===== src/design/fsp_pkg.sv =====
// Shared types and character codes for the format specifier parser.
package fsp_pkg;

   localparam logic [7:0] CH_NUL   = 8'h00;
   localparam logic [7:0] CH_PLUS  = 8'h2b;
   localparam logic [7:0] CH_SPACE = 8'h20;
   localparam logic [7:0] CH_MINUS = 8'h2d;
   localparam logic [7:0] CH_HASH  = 8'h23;
   localparam logic [7:0] CH_ZERO  = 8'h30;
   localparam logic [7:0] CH_NINE  = 8'h39;
   localparam logic [7:0] CH_DOT   = 8'h2e;
   localparam logic [7:0] CH_L     = 8'h6c;
   localparam logic [7:0] CH_H     = 8'h68;
   localparam logic [7:0] CH_J     = 8'h6a;
   localparam logic [7:0] CH_Z     = 8'h7a;

   typedef enum logic [2:0] {
      LEN_NONE = 3'd0,
      LEN_L    = 3'd1,
      LEN_LL   = 3'd2,
      LEN_H    = 3'd3,
      LEN_HH   = 3'd4,
      LEN_J    = 3'd5,
      LEN_Z    = 3'd6
   } length_type;

   typedef enum logic [5:0] {
      PH_FLAGS   = 6'b000001,
      PH_WIDTH   = 6'b000010,
      PH_PREC    = 6'b000100,
      PH_AFTER_L = 6'b001000,
      PH_AFTER_H = 6'b010000,
      PH_CONV    = 6'b100000
   } phase_type;

   typedef struct packed {
      logic plus_flag;
      logic space_flag;
      logic left_flag;
      logic alternate_flag;
      logic zero_flag;
   } flags_type;

   typedef struct packed {
      logic [7:0]  conversion;
      logic        plus_flag;
      logic        space_flag;
      logic        left_flag;
      logic        alternate_flag;
      logic        zero_pad_flag;
      logic [15:0] field_width;
      logic        has_precision;
      logic [15:0] precision_value;
      length_type  length_code;
   } result_type;

   typedef struct packed {
      logic       valid;
      logic [7:0] ch;
   } byte_type;

endpackage


===== src/design/fsp_in_stage.sv =====
// Input register holding one format byte for the parser.
module fsp_in_stage (
   input  logic              clock,
   input  logic              reset,
   input  logic              req_valid,
   output logic              req_ready,
   input  logic [7:0]        req_ch,
   input  logic              take,
   output fsp_pkg::byte_type byte_out
);

   logic       valid_ff, valid_in;
   logic [7:0] ch_ff;

   assign req_ready = !valid_ff || take;
   assign valid_in  = req_ready ? req_valid : valid_ff;

   always_ff @(posedge clock) begin
      if (reset) begin
         valid_ff <= 1'b0;
      end else begin
         valid_ff <= valid_in;
      end
   end

   always_ff @(posedge clock) begin
      if (req_ready && req_valid) begin
         ch_ff <= req_ch;
      end
   end

   assign byte_out.valid = valid_ff;
   assign byte_out.ch    = ch_ff;

endmodule


===== src/design/fsp_parser.sv =====
// Specifier state, per-byte step logic and result register.
module fsp_parser #(
   parameter int NUMBER_BITS = 16
) (
   input  logic                clock,
   input  logic                reset,
   input  fsp_pkg::byte_type   byte_in,
   output logic                take,
   output logic                rsp_valid,
   input  logic                rsp_ready,
   output fsp_pkg::result_type rsp_data
);

   localparam int ACC_BITS = NUMBER_BITS + 4;

   fsp_pkg::phase_type  phase_ff, phase_in;
   fsp_pkg::flags_type  flags_ff, flags_in;
   fsp_pkg::length_type length_ff, length_in;
   logic [NUMBER_BITS-1:0] width_ff, width_in;
   logic [NUMBER_BITS-1:0] prec_ff, prec_in;
   logic                   dot_ff, dot_in;
   logic                   rsp_valid_ff, rsp_valid_in;
   fsp_pkg::result_type    rsp_data_ff, result;

   logic [7:0]             ch;
   logic                   digit, emit, do_len;
   logic [3:0]             digit_val;
   logic [NUMBER_BITS+15:0] width_ext, prec_ext;

   function automatic logic [NUMBER_BITS-1:0] accumulate(
      input logic [NUMBER_BITS-1:0] acc,
      input logic [3:0]             d
   );
      logic [ACC_BITS-1:0] v;
      v = ({4'b0, acc} << 3) + ({4'b0, acc} << 1) + {{NUMBER_BITS{1'b0}}, d};
      if (v > {4'b0, {NUMBER_BITS{1'b1}}}) begin
         return {NUMBER_BITS{1'b1}};
      end
      return v[NUMBER_BITS-1:0];
   endfunction

   assign ch        = byte_in.ch;
   assign digit     = (ch >= fsp_pkg::CH_ZERO) && (ch <= fsp_pkg::CH_NINE);
   assign digit_val = 4'(ch - fsp_pkg::CH_ZERO);
   assign take      = byte_in.valid && (!rsp_valid_ff || rsp_ready);

   assign width_ext = {16'b0, width_ff};
   assign prec_ext  = {16'b0, prec_ff};

   always_comb begin
      result.conversion      = ch;
      result.plus_flag       = flags_ff.plus_flag;
      result.space_flag      = flags_ff.space_flag;
      result.left_flag       = flags_ff.left_flag;
      result.alternate_flag  = flags_ff.alternate_flag;
      result.zero_pad_flag   = flags_ff.zero_flag && !flags_ff.left_flag;
      result.field_width     = width_ext[15:0];
      result.has_precision   = dot_ff;
      result.precision_value = prec_ext[15:0];
      result.length_code     = length_ff;
   end

   always_comb begin
      phase_in  = phase_ff;
      flags_in  = flags_ff;
      length_in = length_ff;
      width_in  = width_ff;
      prec_in   = prec_ff;
      dot_in    = dot_ff;
      emit      = 1'b0;
      do_len    = 1'b0;
      if (ch == fsp_pkg::CH_NUL) begin
         emit = 1'b1;
      end else begin
         case (phase_ff)
            fsp_pkg::PH_WIDTH: begin
               if (digit) begin
                  width_in = accumulate(width_ff, digit_val);
               end else if (ch == fsp_pkg::CH_DOT) begin
                  dot_in   = 1'b1;
                  prec_in  = '0;
                  phase_in = fsp_pkg::PH_PREC;
               end else begin
                  do_len = 1'b1;
               end
            end
            fsp_pkg::PH_PREC: begin
               if (digit) begin
                  prec_in = accumulate(prec_ff, digit_val);
               end else begin
                  do_len = 1'b1;
               end
            end
            fsp_pkg::PH_AFTER_L: begin
               if (ch == fsp_pkg::CH_L) begin
                  length_in = fsp_pkg::LEN_LL;
                  phase_in  = fsp_pkg::PH_CONV;
               end else begin
                  emit = 1'b1;
               end
            end
            fsp_pkg::PH_AFTER_H: begin
               if (ch == fsp_pkg::CH_H) begin
                  length_in = fsp_pkg::LEN_HH;
                  phase_in  = fsp_pkg::PH_CONV;
               end else begin
                  emit = 1'b1;
               end
            end
            fsp_pkg::PH_CONV: begin
               emit = 1'b1;
            end
            default: begin
               if (ch == fsp_pkg::CH_PLUS) begin
                  flags_in.plus_flag = 1'b1;
               end else if (ch == fsp_pkg::CH_SPACE) begin
                  flags_in.space_flag = 1'b1;
               end else if (ch == fsp_pkg::CH_MINUS) begin
                  flags_in.left_flag = 1'b1;
               end else if (ch == fsp_pkg::CH_HASH) begin
                  flags_in.alternate_flag = 1'b1;
               end else if (ch == fsp_pkg::CH_ZERO) begin
                  flags_in.zero_flag = 1'b1;
               end else if (digit) begin
                  width_in = NUMBER_BITS'(digit_val);
                  phase_in = fsp_pkg::PH_WIDTH;
               end else if (ch == fsp_pkg::CH_DOT) begin
                  dot_in   = 1'b1;
                  prec_in  = '0;
                  phase_in = fsp_pkg::PH_PREC;
               end else begin
                  do_len = 1'b1;
               end
            end
         endcase
         if (do_len) begin
            if (ch == fsp_pkg::CH_L) begin
               length_in = fsp_pkg::LEN_L;
               phase_in  = fsp_pkg::PH_AFTER_L;
            end else if (ch == fsp_pkg::CH_H) begin
               length_in = fsp_pkg::LEN_H;
               phase_in  = fsp_pkg::PH_AFTER_H;
            end else if (ch == fsp_pkg::CH_J) begin
               length_in = fsp_pkg::LEN_J;
               phase_in  = fsp_pkg::PH_CONV;
            end else if (ch == fsp_pkg::CH_Z) begin
               length_in = fsp_pkg::LEN_Z;
               phase_in  = fsp_pkg::PH_CONV;
            end else begin
               emit = 1'b1;
            end
         end
      end
      if (emit) begin
         phase_in  = fsp_pkg::PH_FLAGS;
         flags_in  = '0;
         length_in = fsp_pkg::LEN_NONE;
         width_in  = '0;
         prec_in   = '0;
         dot_in    = 1'b0;
      end
   end

   always_comb begin
      rsp_valid_in = rsp_valid_ff && !rsp_ready;
      if (take && emit) begin
         rsp_valid_in = 1'b1;
      end
   end

   always_ff @(posedge clock) begin
      if (reset) begin
         phase_ff     <= fsp_pkg::PH_FLAGS;
         flags_ff     <= '0;
         length_ff    <= fsp_pkg::LEN_NONE;
         width_ff     <= '0;
         prec_ff      <= '0;
         dot_ff       <= 1'b0;
         rsp_valid_ff <= 1'b0;
      end else begin
         rsp_valid_ff <= rsp_valid_in;
         if (take) begin
            phase_ff  <= phase_in;
            flags_ff  <= flags_in;
            length_ff <= length_in;
            width_ff  <= width_in;
            prec_ff   <= prec_in;
            dot_ff    <= dot_in;
         end
      end
   end

   always_ff @(posedge clock) begin
      if (take && emit) begin
         rsp_data_ff <= result;
      end
   end

   assign rsp_valid = rsp_valid_ff;
   assign rsp_data  = rsp_data_ff;

endmodule


===== src/design/format_specifier_parser_top.sv =====
// Top level of the printf format specifier parser.
//
// Input channel req_: one format byte per transaction (req_ch), the bytes
// that follow a percent sign. Result channel rsp_: one transaction per
// specifier, carrying the conversion byte, the five flags, width,
// precision and length modifier code.
// A byte is held in an input register and stepped through the parser from
// there; the result register is loaded when the parser takes the
// conversion byte (or a zero byte), and rsp_valid rises as it is loaded.
// Throughput is one byte per cycle while no result waits with rsp_ready
// low; each byte steps the parser state and the multiply-by-ten accumulate
// of width or precision.
// While a result waits with rsp_ready low the parser steps no byte: the
// input register accepts one more byte and req_ready then stays low until
// the result is taken.
// Synchronous reset returns the parser to the flags phase and empties both
// registers. Width and precision saturate at 2**NUMBER_BITS - 1 and are
// reported in 16 bits.
module format_specifier_parser_top #(
   parameter int NUMBER_BITS = 16
) (
   input  logic        clock,
   input  logic        reset,
   input  logic        req_valid,
   output logic        req_ready,
   input  logic [7:0]  req_ch,
   output logic        rsp_valid,
   input  logic        rsp_ready,
   output logic [7:0]  rsp_conversion,
   output logic        rsp_plus_flag,
   output logic        rsp_space_flag,
   output logic        rsp_left_flag,
   output logic        rsp_alternate_flag,
   output logic        rsp_zero_pad_flag,
   output logic [15:0] rsp_field_width,
   output logic        rsp_has_precision,
   output logic [15:0] rsp_precision_value,
   output logic [2:0]  rsp_length_code
);

   fsp_pkg::byte_type   in_byte;
   fsp_pkg::result_type rsp_data;
   logic                take;

   fsp_in_stage u_in_stage (
      .clock     (clock),
      .reset     (reset),
      .req_valid (req_valid),
      .req_ready (req_ready),
      .req_ch    (req_ch),
      .take      (take),
      .byte_out  (in_byte)
   );

   fsp_parser #(
      .NUMBER_BITS (NUMBER_BITS)
   ) u_parser (
      .clock     (clock),
      .reset     (reset),
      .byte_in   (in_byte),
      .take      (take),
      .rsp_valid (rsp_valid),
      .rsp_ready (rsp_ready),
      .rsp_data  (rsp_data)
   );

   assign rsp_conversion      = rsp_data.conversion;
   assign rsp_plus_flag       = rsp_data.plus_flag;
   assign rsp_space_flag      = rsp_data.space_flag;
   assign rsp_left_flag       = rsp_data.left_flag;
   assign rsp_alternate_flag  = rsp_data.alternate_flag;
   assign rsp_zero_pad_flag   = rsp_data.zero_pad_flag;
   assign rsp_field_width     = rsp_data.field_width;
   assign rsp_has_precision   = rsp_data.has_precision;
   assign rsp_precision_value = rsp_data.precision_value;
   assign rsp_length_code     = rsp_data.length_code;

`ifndef SYNTHESIS
   a_zero_pad_vs_left: assert property (@(posedge clock) disable iff (reset)
      rsp_valid |-> !(rsp_left_flag && rsp_zero_pad_flag))
      else $error("zero pad reported together with left justify");

   a_no_prec_is_zero: assert property (@(posedge clock) disable iff (reset)
      (rsp_valid && !rsp_has_precision) |-> (rsp_precision_value == 16'd0))
      else $error("precision value without a dot");

   a_take_needs_room: assert property (@(posedge clock) disable iff (reset)
      (rsp_valid && !rsp_ready && in_byte.valid) |=> rsp_valid)
      else $error("pending result dropped while stalled");

   a_reset_empties: assert property (@(posedge clock)
      reset |=> (!rsp_valid && req_ready))
      else $error("registers not empty after reset");
`endif

endmodule


===== config.mk =====
export PLATFORM = sky130hd
export DESIGN_NAME = format_specifier_parser_top
export DESIGN_NICKNAME = d
export VERILOG_FILES = /design/src/design/fsp_pkg.sv /design/src/design/fsp_in_stage.sv /design/src/design/fsp_parser.sv /design/src/design/format_specifier_parser_top.sv
export SDC_FILE = /design/constraint.sdc
export NUM_CORES = 1
export LEC_CHECK = 0
export CAP_MARGIN = 20
export CORE_ASPECT_RATIO = 1.75
export CORE_MARGIN = 2
export CORE_UTILIZATION = 39
export DETAILED_ROUTE_END_ITERATION = 16
export DONT_BUFFER_PORTS = 1
export SLEW_MARGIN = 20
export SYNTH_ARGS = -nofsm -noshare
export SYNTH_HDL_FRONTEND = slang
export SYNTH_SLANG_ARGS = --single-unit
export TNS_END_PERCENT = 10

===== constraint.sdc =====
create_clock -name clock -period 8.7 [get_ports clock]
set_input_delay 1.74 -clock clock [delete_from_list [all_inputs] [get_ports clock]]
set_output_delay 1.74 -clock clock [all_outputs]
set_load 0.01 [all_outputs]

# After elaboration in Yosys (flattened, before gate mapping)
# Cells that the tools add are included.
[word_totals]
latchBits = 0
word_cells = 201
memories = 0
romBits = 0
mem_bits_rw = 0
regBits = 106
inputBits = 12
[op_classes]
div_mod_pow = 0
eq_ne = 34
magnitude_cmp = 4
addsub = 5
n_reduce_logical = 32
muxes = 103
mul = 0
bitwise = 0
shifts = 0
[op_table]
columns = ["op", "n"]
rows = [
  ["$mux 16", 23],
  ["$mux 6", 17],
  ["$eq 8x6->1 const B", 6],
  ["$pmux 16 s3", 1],
  ["$mux 1", 41],
  ["$add 19x17->20", 2],
  ["$add 20x4->20", 2],
  ["$gt 20x16->1 const B", 2],
  ["$eq 8x7->1 const B", 4],
  ["$pmux 16 s2", 1],
  ["$mux 3", 10],
  ["$pmux 6 s4", 1],
  ["$ne 4x3->1 const B", 5],
  ["$reduce_and 9->1", 2],
  ["$ne 2x1->1 const B", 8],
  ["$reduce_and 8->1", 2],
  ["$mux 5", 3],
  ["$ne 3x2->1 const B", 5],
  ["$reduce_bool 2->1", 6],
  ["$ge 8x6->1 const B", 1],
  ["$le 8x6->1 const B", 1],
  ["$logic_not 8->1", 1],
  ["$reduce_and 7->1", 1],
  ["$eq 6x2->1 const B", 1],
  ["22 further kinds", 32],
]

# Logic depth before layout (Yosys ltp)
[logic_depth]
depth_word = 16
ltp_mapped = 12

# Hierarchy
# From an unflattened synthesis, not the netlist that was laid out.
[hier_totals]
hier_cells = 595
area_unflattened_um2 = 6269.8
[modules_own_cells]
columns = ["module", "seq_area_each_um2", "n_inst", "area_per_inst_um2", "cells_per_inst"]
rows = [
  ["fsp_parser", 2432.3, 1, 5967.0, 581],
  ["fsp_in_stage", 260.2, 1, 302.8, 14],
]

# Worst setup path after synthesis
# No wires, ideal clock.
[synth_path]
kind = "input -> register"
startpoint = "in rsp_ready"
endpoint = "reg u_parser.rsp_data_ff, in the netlist u_parser.rsp_data[0] (enable)"
slack_ps = 3893
path_stages = 4
arrival_ps = 4343
cell_sequence = "nor2b_1 -> nand2b_1 -> clkbuf_1 -> nor2_1"
[synth_between]
elab_chain_len = 3
[synth_lines]
columns = ["element", "line_no", "rtl"]
rows = [
  ["from (decl)", "format_specifier_parser_top.sv:28", "input logic rsp_ready,"],
  ["$logic_or 1x1->1", "fsp_parser.sv:45", "assign take = byte_in.valid && (!rsp_valid_ff || rsp_ready);"],
  ["$logic_and 1x1->1", "fsp_parser.sv:45", ""],
  ["$logic_and 1x1->1", "fsp_parser.sv:194", "if (take && emit) begin"],
  ["to (signal assigned)", "fsp_parser.sv:195", "rsp_data_ff <= result;"],
  ["to (decl)", "fsp_parser.sv:23", "fsp_pkg::result_type rsp_data_ff, result;"],
]
# Every way passes these cells.
# A chain may end at the register's enable or synchronous reset.

# Final worst setup path
[layout_path]
startpoint = "in rsp_ready"
endpoint = "out req_ready"
[layout_between]
elab_chain_len = 3
[layout_lines]
columns = ["element", "line_no", "rtl"]
rows = [
  ["$logic_or 1x1->1", "fsp_parser.sv:45", ""],
  ["$logic_and 1x1->1", "fsp_parser.sv:45", ""],
  ["$logic_or 1x1->1", "fsp_in_stage.sv:15", "assign req_ready = !valid_ff || take;"],
  ["to (decl)", "format_specifier_parser_top.sv:25", "output logic req_ready,"],
]
# Every way passes these cells.

==> reports/summary.log <==
INFO  routing        first_pass_iters=4
INFO  yosys          synth_most_common_cell=sky130_fd_sc_hd__ha_1
INFO  cts            clock_latency=0.35ns
INFO  critical_path  worst_setup_path_start_kind=primary input
INFO  pwr            power.total=1.004mW
INFO  routing        met1_wl=6079um
INFO  routing        drc_errors=0
INFO  grt            grt_overflow_total=0
INFO  timing         timing.setup.tns=0ns
INFO  yosys          postSynth.asyncResetShare=0%
INFO  cts            clk_transition_reported_paths=0.07ns
INFO  finish         final_layout_size_suffix_gt1_share=11.05%
INFO  outcome        outcome=finished, final reports clean
INFO  floorplan      rows=61
INFO  yosys          yosysSeqAreaShare=42.16%
INFO  finish         diodes=0
INFO  yosys          count_of_flip_flops_with_a_built_in_enable_after_synthesis=57
INFO  routing        drtIter0Drc=239
INFO  critical_path  worstPathCellList=nor2b_1 > nand2_1
INFO  placed_design  dpl.hpwl=11950um
INFO  timing         final_critical_path_setup_slack=4.760ns
INFO  cts            cts_root_buffer=sky130_fd_sc_hd__clkbuf_16
INFO  finish         seqCellArea=2693um^2
INFO  critical_path  cpMaxStageDelayCell=sky130_fd_sc_hd__nor2b_1
INFO  flow_run       max-cap-violations=0
INFO  yosys          syn_area=6386um^2
INFO  critical_path  worst_path_dominant_cell_family=simple AND/OR/NAND/NOR gates
INFO  timing         fmax=253.8MHz
INFO  finish         area_growth=6.759%
INFO  finish         final_cells=768
INFO  timing         final_hold_viol_count=0
INFO  placed_design  minimum_setup_slack_after_placement=4.755ns
INFO  yosys          netlist_top_cells_count=sky130_fd_sc_hd__ha_1 (62), sky130_fd_sc_hd__edfxtp_1 (57), sky130_fd_sc_hd__dfxtp_1 (49)
INFO  critical_path  cp.arrival=2.20ns
INFO  cts            cts_resized=0
INFO  yosys          postSynthCellCount=582
INFO  grt            grt_start_max_net_pins=35
INFO  floorplan      floorplan.initialDensity=40.03%
INFO  timing         post-route-min-period=3.940ns
INFO  routing        route.met3.wl=480um
INFO  cts            ctsHtreeMaxLevel=3
INFO  pwr            total_leakage_power=2.716nW
INFO  timing         timing_max_transition_violations_final=0
INFO  critical_path  critical_path.max_stage_delay=0.28ns
INFO  placed_design  gpl.final_weighted_congestion=0.9309
INFO  timing         finClkSkew=0.01053ns
INFO  floorplan      dieHeight=173.3um
INFO  timing         final-setup-viol-count=0
INFO  critical_path  sort_of_element_at_the_end_of_the_critical_path=output port
INFO  cts            hold_buffers=0
INFO  critical_path  critPathBufInv=0
INFO  worst_hold_path min-delay-path-class=reg -> reg
INFO  routing        met2_length=8585um
INFO  cts            tritoncts.num_buffers=9
INFO  placed_design  placedCellCount=752
INFO  timing         worst_pin_slew=0.9029ns
INFO  yosys          yosysUniqueCellTypes=84
INFO  grt            antenna_found_initial=0
INFO  pwr            power.ir.vdd_worst=83.09uV
INFO  yosys          synth.largest_area_cell=sky130_fd_sc_hd__edfxtp_1
INFO  grt            grt_first_pass_wirelength=25570um
INFO  grt            grt_pass1_vias=4950
INFO  grt            grt.total_usage=18.46%
INFO  yosys          synth_top_area_share=26.80%
INFO  routing        drt-wirelength-per-cell=20.65um
INFO  floorplan      fp.dieW=100.7um
INFO  finish         area_of_the_multi_input_gates=3521um^2
INFO  routing        via_count=4797
INFO  timing         grt_setup_unrepaired=no
INFO  timing         post-route-period-util=45.29%
INFO  floorplan      design.die.area=17450um^2
INFO  yosys          yosys_warns=0
INFO  yosys          postSynthRegisterBits=106
INFO  timing         max_slew_margin=39.81%
INFO  cts            post-cts-setup-buffers=0
INFO  finish         fillerInstances=1461
INFO  routing        route.final.wire_length=15860um
INFO  critical_path  required=6.96ns
INFO  cts            cts_tree=done
INFO  cts            clockBufferDepth=2
INFO  floorplan      core-area=15950um^2
INFO  cts            clock_sink_count=106
INFO  routing        via_per_inst=6.246
INFO  yosys          post_synthesis_net_count=660
INFO  yosys          main_synth_ff_type=sky130_fd_sc_hd__edfxtp_1
INFO  critical_path  setup.worst_path.class=in -> out
INFO  yosys          ys_top_cells_by_area=sky130_fd_sc_hd__edfxtp_1 (27%), sky130_fd_sc_hd__dfxtp_1 (15%), sky130_fd_sc_hd__ha_1 (12%)
INFO  finish         finish.net_count=652
INFO  placed_design  buffer_ports.inserted=0
INFO  yosys          synthesis.area_per_instance=10.97um^2
INFO  routing        top_layer=met4
INFO  floorplan      top_level_ports=63
INFO  critical_path  crit_path_max_fanout=6
INFO  routing        antenna_violating_nets_post_route=0
INFO  pwr            power_density=147.2nW/um^2
==> flip-flops by register name (all words and copies together) (netlist names) <==
signal,cells
u_parser.rsp_data,49
u_in_stage.valid_ff,1
u_parser.rsp_valid,1
u_parser.prec_ff,16
u_parser.dot_ff,1
u_in_stage.ch_ff,8
u_parser.width_ff,16
u_parser.flags_ff,5
u_parser.phase_ff,6
u_parser.length_ff,3
==> final cells by class <==
cell class              count  area share, %
clock buffers              11          3.707
clock inverters             5         0.6423
inverters                   9         0.4955
multi-input cells         443          51.64
flip-flops and latches    106          39.49
well taps                 189          3.469
repair buffers              5         0.5506
==> cell families after synthesis <==
| logic type | Yosys count | share of synthesized area [%] |
|---|---|---|
| simple gates | 181 | 17.12 |
| compound gates | 172 | 21.06 |
| flops | 106 | 42.16 |
| fa+ha+maj | 66 | 13.40 |
| buf+inv | 33 | 2.939 |
| xor+xnor | 23 | 3.154 |
| mux | 1 | 0.1567 |
==> routing by layer <==
layer  up-vias  track usage, %
li1       2283               -
met1      2346           19.64
met2       120           34.19
met3        48           2.782
met4         0           9.247
met5         -               0
==> metrics by stage <==
stage	utilization, %	hold WS, ns	instance area [um^2]
after global placement	40.83	0.4255	6514
after detailed placement	40.83	0.4263	6514
after global routing	42.74	0.4662	6818
after floorplan	-	0.4088	6386
after CTS	42.69	0.4573	6810
final	42.74	0.4539	6818
==> cell usage in the layout, fill, tap and decap left out, types with 5 or more instances in the layout <==
| master | instances |
|---|---|
| sky130_fd_sc_hd__ha_1 | 62 |
| sky130_fd_sc_hd__edfxtp_1 | 57 |
| sky130_fd_sc_hd__dfxtp_1 | 49 |
| sky130_fd_sc_hd__a21oi_1 | 30 |
| sky130_fd_sc_hd__nand2_1 | 28 |
| sky130_fd_sc_hd__o21ai_0 | 27 |
| sky130_fd_sc_hd__nor2_1 | 26 |
| sky130_fd_sc_hd__o2bb2ai_1 | 22 |
| sky130_fd_sc_hd__nor3_1 | 21 |
| sky130_fd_sc_hd__xnor2_1 | 15 |
| sky130_fd_sc_hd__nand3_1 | 13 |
| sky130_fd_sc_hd__nor4_1 | 11 |
| sky130_fd_sc_hd__nor4_2 | 11 |
| sky130_fd_sc_hd__nand2b_1 | 10 |
| sky130_fd_sc_hd__inv_1 | 9 |
| sky130_fd_sc_hd__a221o_1 | 9 |
| sky130_fd_sc_hd__clkbuf_16 | 9 |
| sky130_fd_sc_hd__xor2_1 | 8 |
| sky130_fd_sc_hd__o211ai_1 | 7 |
| sky130_fd_sc_hd__nor2b_1 | 6 |
| sky130_fd_sc_hd__or3_1 | 6 |
| sky130_fd_sc_hd__and3_1 | 6 |
| sky130_fd_sc_hd__a21o_1 | 5 |
| sky130_fd_sc_hd__nor3b_1 | 5 |
| sky130_fd_sc_hd__a31oi_1 | 5 |
| sky130_fd_sc_hd__or4_1 | 5 |
| sky130_fd_sc_hd__a211oi_1 | 5 |
| sky130_fd_sc_hd__buf_4 | 5 |
==> final timing paths <==
path | slack [ns] | end | cells past startpoint | startpoint
worst min register to register | 0.45 | u_parser.rsp_data[37] | 0 | u_parser.flags_ff[1]
worst max register to register | 4.76 | u_parser.prec_ff[11] | 9 | u_in_stage.ch_ff[3]
worst max-delay path | 4.76 | req_ready | 2 | rsp_ready
worst min-delay path | 0.45 | u_parser.rsp_data[37] | 0 | u_parser.flags_ff[1]
==> where the power goes <==
part           switching (mW)  internal (mW)  leakage (nW)
sequential             0.0151          0.541         0.929
clock                   0.196          0.214         0.141
combinational          0.0262         0.0109          1.65
(Power assumes the default switching activity.)
